$ cat config.mk
export PLATFORM = sky130hd
export DESIGN_NAME = swe_cmp
export DESIGN_NICKNAME = d
export VERILOG_FILES = /design/src/hw/rtl/swe_pkg.sv /design/src/hw/rtl/swe_cmp.sv
export SDC_FILE = /design/constraint.sdc
export NUM_CORES = 1
export LEC_CHECK = 0
export BUFFER_PORTS_ARGS = -buffer_cell sky130_fd_sc_hd__buf_2
export CAP_MARGIN = 15
export CORE_MARGIN = 1.5
export CORE_UTILIZATION = 35
export DETAILED_ROUTE_END_ITERATION = 10
export PLACE_DENSITY = 0.67
export SLEW_MARGIN = 10
export SYNTH_ARGS = -nofsm -noshare
export SYNTH_HDL_FRONTEND = slang
export SYNTH_SLANG_ARGS = --single-unit
$ cat constraint.sdc
create_clock -name vclk -period 6.3
set_clock_uncertainty 0.15 [all_clocks]
set_input_delay 0.315 -clock vclk [all_inputs]
set_output_delay 0.315 -clock vclk [all_outputs]
set_load 0.005 [all_outputs]
$ cat src/hw/rtl/swe_pkg.sv
// Shared types and constants of the sliding min/max envelope block.
package swe_pkg;

  // Sample index and output position width.
  localparam int unsigned IDX_BITS = 16;
  // Radius register width and reset value.
  localparam int unsigned RAD_BITS = 5;
  localparam logic [RAD_BITS-1:0] RAD_RESET = 5'd8;
  // Width of clipped radius, result count, result counter and lag.
  localparam int unsigned RW = 6;
  // Width of the expiry age limit (lag + radius).
  localparam int unsigned LIM_BITS = 7;
  // Saturation point of the per-series sample count.
  localparam logic [RW-1:0] WARM_MAX = 6'd63;

  // Deque commands issued by the sequencer.
  typedef enum logic [2:0] {
    DQ_NOP,
    DQ_RD_TAIL,
    DQ_RD_HEAD,
    DQ_POP_TAIL,
    DQ_POP_HEAD,
    DQ_PUSH,
    DQ_CLEAR
  } dq_op_e;

  // Deque occupancy status seen by the sequencer.
  typedef struct packed {
    logic empty;
    logic multi;
  } dq_stat_t;

endpackage

$ cat src/hw/rtl/swe_cmp.sv
// Shared compare unit: back-pop test on values and front-expiry test on ages.
module swe_cmp #(
  parameter int unsigned VW = 16
) (
  input  logic                         keep_max_i,
  input  logic signed [VW-1:0]         stored_i,
  input  logic signed [VW-1:0]         incoming_i,
  input  logic [swe_pkg::IDX_BITS-1:0] now_i,
  input  logic [swe_pkg::IDX_BITS-1:0] entry_idx_i,
  input  logic [swe_pkg::LIM_BITS-1:0] limit_i,
  output logic                         drop_tail_o,
  output logic                         too_old_o
);

  logic [swe_pkg::IDX_BITS-1:0] age;

  // Newer equal values replace older ones.
  assign drop_tail_o = keep_max_i ? (stored_i <= incoming_i) : (stored_i >= incoming_i);

  // Modular age, correct across index wrap.
  assign age       = now_i - entry_idx_i;
  assign too_old_o = (age > swe_pkg::IDX_BITS'(limit_i));

endmodule

# After elaboration in Yosys (flattened, before gate mapping)
# Index checks and enable logic that the tools add are counted.
# word_totals
reg_bits	0
# op_classes
n_addsub	1
magnitude_cmp	3
muxes	1
# op_table
cell	n
$ge A16 B16 Y1	1
$gt A16 B7 Y1	1
$le A16 B16 Y1	1
$sub A16 B16 Y16	1
$mux W1	1

# Depth between registers and ports, before layout
# depth
word_depth	2
depth_mapped	15

# Worst setup path before layout
# No wires, ideal clock.
# synth_timing
kind	in2out
startpoint	in entry_idx_i[1] (netlist name)
endpoint	out too_old_o
path_slack_ps	2797
path_stages	14
t_arrival_ps	3038
cell_sequence	inv_1 > ha_1 > nor2b_1 > o2111a_1 > nor4_1 > xnor2_1 > ha_1 > nand4_1 > a21oi_1 > nor4_1 > nor2_1 > a2111oi_4 > o2111ai_1 > or4_1
# synth_between
elab_chain_cells	2
# synth_lines
element	line	text
start: declaration	swe_cmp.sv:9	input logic [swe_pkg::IDX_BITS-1:0] entry_idx_i,
$sub A16 B16 Y16	swe_cmp.sv:21	assign age = now_i - entry_idx_i;
$gt A16 B7 Y1	swe_cmp.sv:22	assign too_old_o = (age > swe_pkg::IDX_BITS'(limit_i));
end: declaration	swe_cmp.sv:12	output logic too_old_o
# Every way passes these cells.

# Worst setup path after layout
# Same ends and word-level chain as after synthesis.

==> key figures <==
Timing
  • Fin crit period: 3900 ps
  • Tcrit/Tclk final: 61.9%
  • TNS Setup: 0 ps
  • Setup violations, final: 0
  • Slew @ Worst Pin: 445 ps
  • Achievable Freq: 256 MHz
  • Pins Over Slew Limit: 0
  • Final hold vios: 0
  • WHS: 936 ps
  • Rel. slew slack: 70.0%
  • RSZ-0062 raised after global routing: no

Die
  • Die height: 67.7 µm
  • Core Region: 4000 µm²
  • Rows: 23
  • Die ar.: 4580 µm²
  • Initial Utilization: 36.6%
  • Die Wd: 67.7 µm
  • IO Count: 74

Final layout
  • Post-layout nets: 394
  • # fillers: 420
  • Clock buffer cells: 0
  • Sequential cell count: 0
  • Syn-to-layout area delta: 29.5%
  • Ant. Diodes: 0
  • Sequential cell area: 0 µm²
  • Multi-input logic area: 1300 µm²
  • Layout cells sized above 1: 29.5%

Worst setup path
  • Worst setup SP type: input port
  • Worst path depth: 16
  • Crit path buf inv count: 3
  • CP Cell Sequence: buf_2 -> inv_1 -> ha_1 -> nor2b_1 -> o2111a_1 -> nor4_1 -> xnor2_1 -> ha_1 -> nand4_1 -> a21oi_1 -> nor4_1 -> nor2_1 -> a2111oi_4 -> o2111ai_1 -> or4_1 -> buf_2
  • Worst setup EP type: output port
  • Crit path from: entry_idx_i[1]
  • CP max FO: 3
  • Cell at the slowest stage of the critical path: or4_1
  • Worst EP arrival: 3440 ps
  • Dominant delay contributor by cell family on the critical path: simple AND/OR/NAND/NOR gates
  • CP max stage delay: 530 ps
  • Critical path class: in2out
  • Required time of the critical path: 5830 ps

Synth
  • Xor-xnor portion of the synthesized cell area: 4.78%
  • Register area share after synthesis: 0%
  • Compound-cell area share of the yosys netlist: 27.6%
  • Post-Synth Simple-Gate Area: 21.1%
  • Syn nets: 318
  • Cell variety after synth: 45
  • Mapped Area: 1470 µm²
  • Mean Syn Cell Area: 7.08 µm²
  • Yosys synthesis warning count: 0
  • Post-Synth Adder-Cell Area: 33.8%
  • Synthesized instance count: 207
  • Largest family of logic cells by synthesized area: adder cells
  • Mux contribution to synthesized area: 1.45%

CTS
  • Hold Buf Count CTS: 0
  • Setup bufs post-CTS: 0
  • Cts repair resizes: 0

Route
  • DR iter-0 viols: 47
  • Routed WL per cell: 10.0 µm
  • Pre-antenna DRT Iters: 4
  • Total number of vias: 1,682
  • DRT antenna net count: 0
  • DRC Markers: 0
  • Routed WL: 3310 µm
  • Post-DR vias/cell: 5.08

Pwr
  • Net switching power: 80.4 µW
  • Pleak: 1.11 nW
  • Final Total Pwr: 160 µW
  • Peak supply drop: 36.8 µV
  • Int Pwr: 79.4 µW
  • Logic gate share of total power: 100.0%
  • Sequential power share: 0%
  • Switching Share: 50.3%
  • Clock power share: 0%
  • Power Density: 84.2 nW/µm²

Placed design
  • Post-DP HPWL: 2990 µm
  • GP Congestion: 0.816
  • Input/output buffers: 74

GRT
  • Initial antenna violation count: 0
  • GRT overflow: 0
  • GR Util All Layers: 14.3%
  • Number of global-route vias before repair: 1,411
  • Largest net degree at the start of global routing: 10
  • Global-route wire length before repair: 5460 µm

Run status
  • Status: finished clean

Hold path
  • Min-Delay Endpoint: drop_tail_o
  • Min-Delay Path Class: in2out
  • Worst hold path stage count: 5
  • Min-delay src: keep_max_i

Flow run
  • # Max-Cap Violations: 0
logic make-up after synthesis:
| logic type | after synthesis |
|---|---|
| fa+ha+maj | 39 |
| simple gates | 55 |
| compound gates | 59 |
| buf+inv | 44 |
| mux | 2 |
| xor+xnor | 8 |
metrics by stage:
step	utilization, %	std cells	instance area (µm²)	worst slack, ps
finish	47.5	331	1900	2400
global route	47.5	331	1900	2180
CTS	47.5	331	1900	2370
detailed placement	47.5	331	1900	2370
global placement	47.5	331	1900	2430
floorplan	-	207	1470	2800
power groups by stage:
| stage | clock [mW] | sequential (mW) | combinational (mW) |
|---|---|---|---|
| after floorplan | 0 | 0 | 0.113 |
| after global placement | 0 | 0 | 0.158 |
| after detailed placement | 0 | 0 | 0.160 |
| after CTS | 0 | 0 | 0.161 |
| after global routing | 0 | 0 | 0.183 |
| final | 0 | 0 | 0.160 |
cells in the final DEF (no fill, tap or decap), types with 2 or more instances in the layout:
cell type  synthesis  layout
buf_2              0      74
inv_1             44      44
ha_1              38      38
a21oi_1           14      14
o21ai_0           10      10
nor2_1            10      10
xnor2_1            7       7
nand2_1            7       7
a21o_1             6       6
a31oi_1            6       6
nand4_1            5       5
nor2b_1            4       4
nor4_1             4       4
nor3_1             4       4
nand3_1            4       4
o21a_1             3       3
o21ai_1            3       3
nand2b_1           3       3
o2111ai_1          2       2
o31ai_1            2       2
a211oi_1           2       2
or2b_1             2       2
a21o_2             2       2
or3_1              2       2
and3_2             2       2
Yosys cell counts, drive strengths merged, types with 2 or more instances:
library cell,instances,area share (%)
nand3,4,1.4
a21oi,15,5.4
a211oi,2,1.0
nor2,10,2.6
nand2b,3,1.3
inv,44,11
a31oi,6,2.6
or3,2,0.85
nand2,7,1.8
nand4,5,2.1
a21o,8,4.3
nor3,4,1.4
or2b,3,1.6
and3,3,1.5
o21a,3,1.5
nor2b,4,1.7
ha,38,32
o31ai,2,1.0
xnor2,7,4.2
o2111ai,2,1.2
nor4,4,1.7
or4,2,1.3
o21ai,13,4.4
a2111oi,2,2.5
worst max path at each step:
stage	endpoint	slack (ps)
floorplan	too_old_o	2800
global placement	too_old_o	2430
detailed placement	too_old_o	2370
CTS	too_old_o	2370
global route	too_old_o	2180
finish	too_old_o	2400
layout make-up:
class | count | area share, %
Multi-Input combinational cell | 163 | 68.5
Timing Repair Buffer | 74 | 19.5
Inverter | 44 | 8.70
Tap cell | 50 | 3.30
metal layers:
layer | vias to the layer above | global-route usage, % | share of wire [%]
met3 | 0 | 0.167 | 5.1
met2 | 42 | 26.8 | 48
met1 | 743 | 19.0 | 47
met4 | 0 | 0.255 | 0
li1 | 897 | - | -
met5 | - | 0 | 0
Power figures use the tool's default switching activity.
